===== config.mk =====
export PLATFORM = sky130hd
export DESIGN_NAME = lbb_result
export DESIGN_NICKNAME = d
export VERILOG_FILES = /design/src/design/lbb_pkg.sv /design/src/design/lbb_result.sv
export SDC_FILE = /design/constraint.sdc
export NUM_CORES = 1
export LEC_CHECK = 0
export BUFFER_PORTS_ARGS = -buffer_cell sky130_fd_sc_hd__buf_2
export CAP_MARGIN = 20
export CORE_UTILIZATION = 53
export DETAILED_ROUTE_END_ITERATION = 8
export PLACE_DENSITY_LB_ADDON = 0.25
export SETUP_SLACK_MARGIN = 0.02
export SYNTH_ARGS = -nofsm -noshare
export SYNTH_HDL_FRONTEND = slang
export SYNTH_SLANG_ARGS = --single-unit

===== constraint.sdc =====
create_clock -name clk -period 0.8 [get_ports clk]
set_clock_uncertainty 0.15 [all_clocks]
set_input_delay 0.24 -clock clk [delete_from_list [all_inputs] [get_ports clk]]
set_output_delay 0.24 -clock clk [all_outputs]
set_load 0.01 [all_outputs]

===== src/design/lbb_pkg.sv =====
`timescale 1ns / 1ps
// ----------------------------------------------------------------------------
// Label bounding-box table package
// Shared transfer types, operation codes and field widths.
// ----------------------------------------------------------------------------
package lbb_pkg;

	localparam int COORD_W = 10;
	localparam int LABEL_W = 8;
	localparam int OP_W    = 2;

	localparam logic [OP_W-1:0] OP_CLEAR = 2'd0;
	localparam logic [OP_W-1:0] OP_PIXEL = 2'd1;
	localparam logic [OP_W-1:0] OP_READ  = 2'd2;

	// Label that never enters the table, besides the background label zero.
	localparam logic [LABEL_W-1:0] LABEL_IGNORED = 8'd255;

	typedef logic [COORD_W-1:0] coord_t;

	typedef struct packed {
		logic [OP_W-1:0]    operation;
		logic [LABEL_W-1:0] pixel_label;
		coord_t             pixel_row;
		coord_t             pixel_col;
	} req_t;

	typedef struct packed {
		logic   present;
		coord_t min_row;
		coord_t max_row;
		coord_t min_col;
		coord_t max_col;
		coord_t center_row;
		coord_t center_col;
	} rsp_t;

	typedef struct packed {
		coord_t min_row;
		coord_t max_row;
		coord_t min_col;
		coord_t max_col;
	} box_t;

	// Write-side control from the update stage into the box store.
	typedef struct packed {
		logic wr_en;
		logic clear_all;
	} store_ctl_t;

endpackage


===== src/design/lbb_result.sv =====
`timescale 1ns / 1ps
// ----------------------------------------------------------------------------
// Label bounding-box result stage
// Forms the center of a box and registers the read result and its strobe.
// ----------------------------------------------------------------------------
module lbb_result
	import lbb_pkg::*;
(
	input  logic clk,
	input  logic arst_n,
	input  logic fire,
	input  logic present,
	input  box_t box,
	output rsp_t rsp,
	output logic done
);

	rsp_t   rsp_d;
	rsp_t   rsp_q;
	logic   done_q;
	coord_t span_row;
	coord_t span_col;

	always_comb begin
		span_row = box.max_row - box.min_row;
		span_col = box.max_col - box.min_col;
		rsp_d    = '0;
		if (present) begin
			rsp_d.present    = 1'b1;
			rsp_d.min_row    = box.min_row;
			rsp_d.max_row    = box.max_row;
			rsp_d.min_col    = box.min_col;
			rsp_d.max_col    = box.max_col;
			rsp_d.center_row = box.min_row + (span_row >> 1);
			rsp_d.center_col = box.min_col + (span_col >> 1);
		end
	end

	always_ff @(posedge clk) begin
		if (fire) begin
			rsp_q <= rsp_d;
		end
	end

	always_ff @(posedge clk or negedge arst_n) begin
		if (!arst_n) begin
			done_q <= 1'b0;
		end else begin
			done_q <= fire;
		end
	end

	assign rsp  = rsp_q;
	assign done = done_q;

endmodule


==> metrics.cfg <==
[timing]
final.setup.worst_slack_ns = -2.134
relSlewSlack = 0.7135
fin_crit_ns = 2.934
tns_ns = -60.84
tightest_slew_ns = 0.4297
drv_slew = 0
holdWs_ns = 0.03525
fin_crit_sh = 3.667
max_freq_mhz = 340.8
rsz0062_at_grt = true
final_hold_viol_count = 0
setup_viol = 82

[power]
leakagePower_uw = 0.002807
total_power_uw = 13780
peakVddDrop_mv = 1.694
power_density_nw_per_um2 = 2182

[floorplan]
die_h_um = 86.34
dieWidth_um = 86.34
row_count = 30
initial_core_util = 0.5518
pin_count = 106
die_area_sq_um = 7455
core_sq_um = 6832

[global_route]
antenna_found_initial = 0
met1_usage = 0.3602
use_met2 = 0.5390
grtUsageTotal = 0.3026
gr-usage-met3 = 0.05714
top_usage_layer = met2
grt_max_degree = 24
grt_pass1_vias = 3627
grt_pass1_wl_um = 16930
gr-total-overflow = 0

[clock_tree]
htree_levels = 3
cts.path.max_buffers = 2
cts_tree = done
clkSinkCount = 62
path_clk_slew_ns = 0.07
cts_inserted_buffers = 9
cts-root-buf = clkbuf_8

[final_layout]
final.fill_count = 246
antenna_cells = 0
multiInputGateArea_sq_um = 2341
fin_nets = 649
drive_gt1_frac = 0.5822
syn2layout_area_growth_pct = 67.47
post-route-cell-area_sq_um = 6314
seq_area_sq_um = 1857

[setup_path]
crit_fanout = 4
required_ns = 0.76
cp.arrival_ns = 2.89
cp-start-kind = input port
critPathCaptureType = register
crit_type = input port to register

[place]
dpl.hpwl_um = 7097
gp_congestion = 0.8583
portBuffers = 105
postPlaceCellArea_sq_um = 5380
post-place-ws_ns = -2.306

[route]
wl_per_cell_um = 22.41
drc = 0
drtAntennaViolNets = 0
firstDrtPassIters = 5
routed_via_density = 5.972
vias = 3989
drt_iter0_markers = 348
wl_um = 14970

[yosys]
synth_edf_count = 61
synth_nets = 421
ys_warn_count = 0
syn_area_sq_um = 3770
ys_dominant_reg_cell = edfxtp_1
synth_seq_cells = 62
syn_inst = 339
synth-async-reset-ratio = 0.01613
syn_avg_cell_area_sq_um = 11.12
synth-seq-area-share = 0.4925
synth_cell_type_count = 49

[outcome]
status = finished, violations left
violations = negative setup slack

[worst_hold_path]
hp-class = input port to register

[job]
drv_cap = 0

-- layout make-up --
cell class,instances,area share
clock buffer,13,0.02675
clock inverter,3,0.01031
inverter,30,0.02220
multi-input combinational,241,0.3708
sequential,62,0.2941
tap,96,0.01902
timing repair buffer,223,0.2568
-- sequential cells by signal, summed over array words and instances, names as in the netlist --
name / flops
rsp: 61
done: 1
-- synth_stat cells (all sizes together), types with 4 or more instances --
cell     n  area (sq um)
inv     30         112.6
o21a     4         30.03
edfxtp  61          1832
a21o     5         37.54
clkbuf   5         18.77
nor2    40         150.1
and2    28         175.2
a21oi   20         111.4
nand2    9         33.78
o21bai   4         33.78
xor2     8         70.07
xnor2   19         166.4
or3      4         25.02
fa       4         80.08
a211oi   5         37.54
o21ai   18         93.84
nor3     4         20.02
ha      34         425.4
a31oi    4         25.02
-- report_power, final --
group,internal [uW],switching (uW)
combinational,3060,3160
clock,2010,1380
sequential,4030,139
-- logic make-up after synthesis --
group           after synthesis  share of synthesized area
compound gates               72                     0.1298
xor+xnor                     27                    0.06273
fa+ha+maj                    38                     0.1341
buf+inv                      36                    0.03784
flops                        62                     0.4925
mux                           1                   0.002987
simple gates                103                     0.1401
-- stage by stage --
step / utilization / instances
after floorplan: - / 339
after global placement: 0.7875 / 634
after detailed placement: 0.7875 / 634
after CTS: 0.8749 / 657
after global routing: 0.9242 / 668
final: 0.9242 / 668
-- cell usage in the layout, fill, tap and decap left out, types with 7 or more instances in the layout --
| master | n |
|---|---|
| a21oi_1 | 7 |
| edfxtp_1 | 61 |
| and2_1 | 24 |
| buf_4 | 98 |
| xnor2_1 | 11 |
| nor2_1 | 39 |
| ha_4 | 12 |
| inv_2 | 8 |
| inv_1 | 19 |
| ha_1 | 19 |
| buf_6 | 22 |
| nand2_1 | 7 |
| xnor2_2 | 7 |
| o21ai_2 | 7 |
| a21oi_2 | 9 |
| xor2_1 | 8 |
| buf_2 | 94 |
| clkbuf_8 | 12 |
-- timing repair --
action / 4_1_cts / 5_1_grt
pin swaps: 36 / 38
cloned: 1 / 0
resized for setup: 62 / 52
buffers inserted: 6 / 12
hold buffers: 1 / 0
endpoints found under the hold margin: 1 / 0
endpoints found under the setup margin: 103 / 82
-- final timing paths --
path	slack, ns	startpoint	cells after the start	end
worst max-delay path	-2.13	box[1]	15	rsp[8]
worst min-delay path	0.04	box[7]	2	rsp[27]
max in group asynchronous	0.36	arst_n	2	done
min in group asynchronous	0.05	arst_n	2	done
-- worst max-delay path, stage by stage --
cell       delay [ns]
buf_2            0.10
inv_1            0.08
fa_2             0.42
nor2b_2          0.18
o2111ai_2        0.14
nand2_1          0.15
nor2_2           0.08
xnor2_1          0.14
ha_1             0.29
buf_4            0.17
nor4_1           0.38
o21ai_1          0.18
nand3_2          0.12
xnor2_1          0.06
and2_1           0.15
-- layer usage --
layer	share of wire	vias to the layer above	wire, um
li1	-	1680	-
met3	0.086	85	1294
met5	0	-	0
met4	0.060	0	904
met1	0.36	1922	5342
met2	0.50	302	7431
No activity file was read; power rests on OpenSTA's default activity.
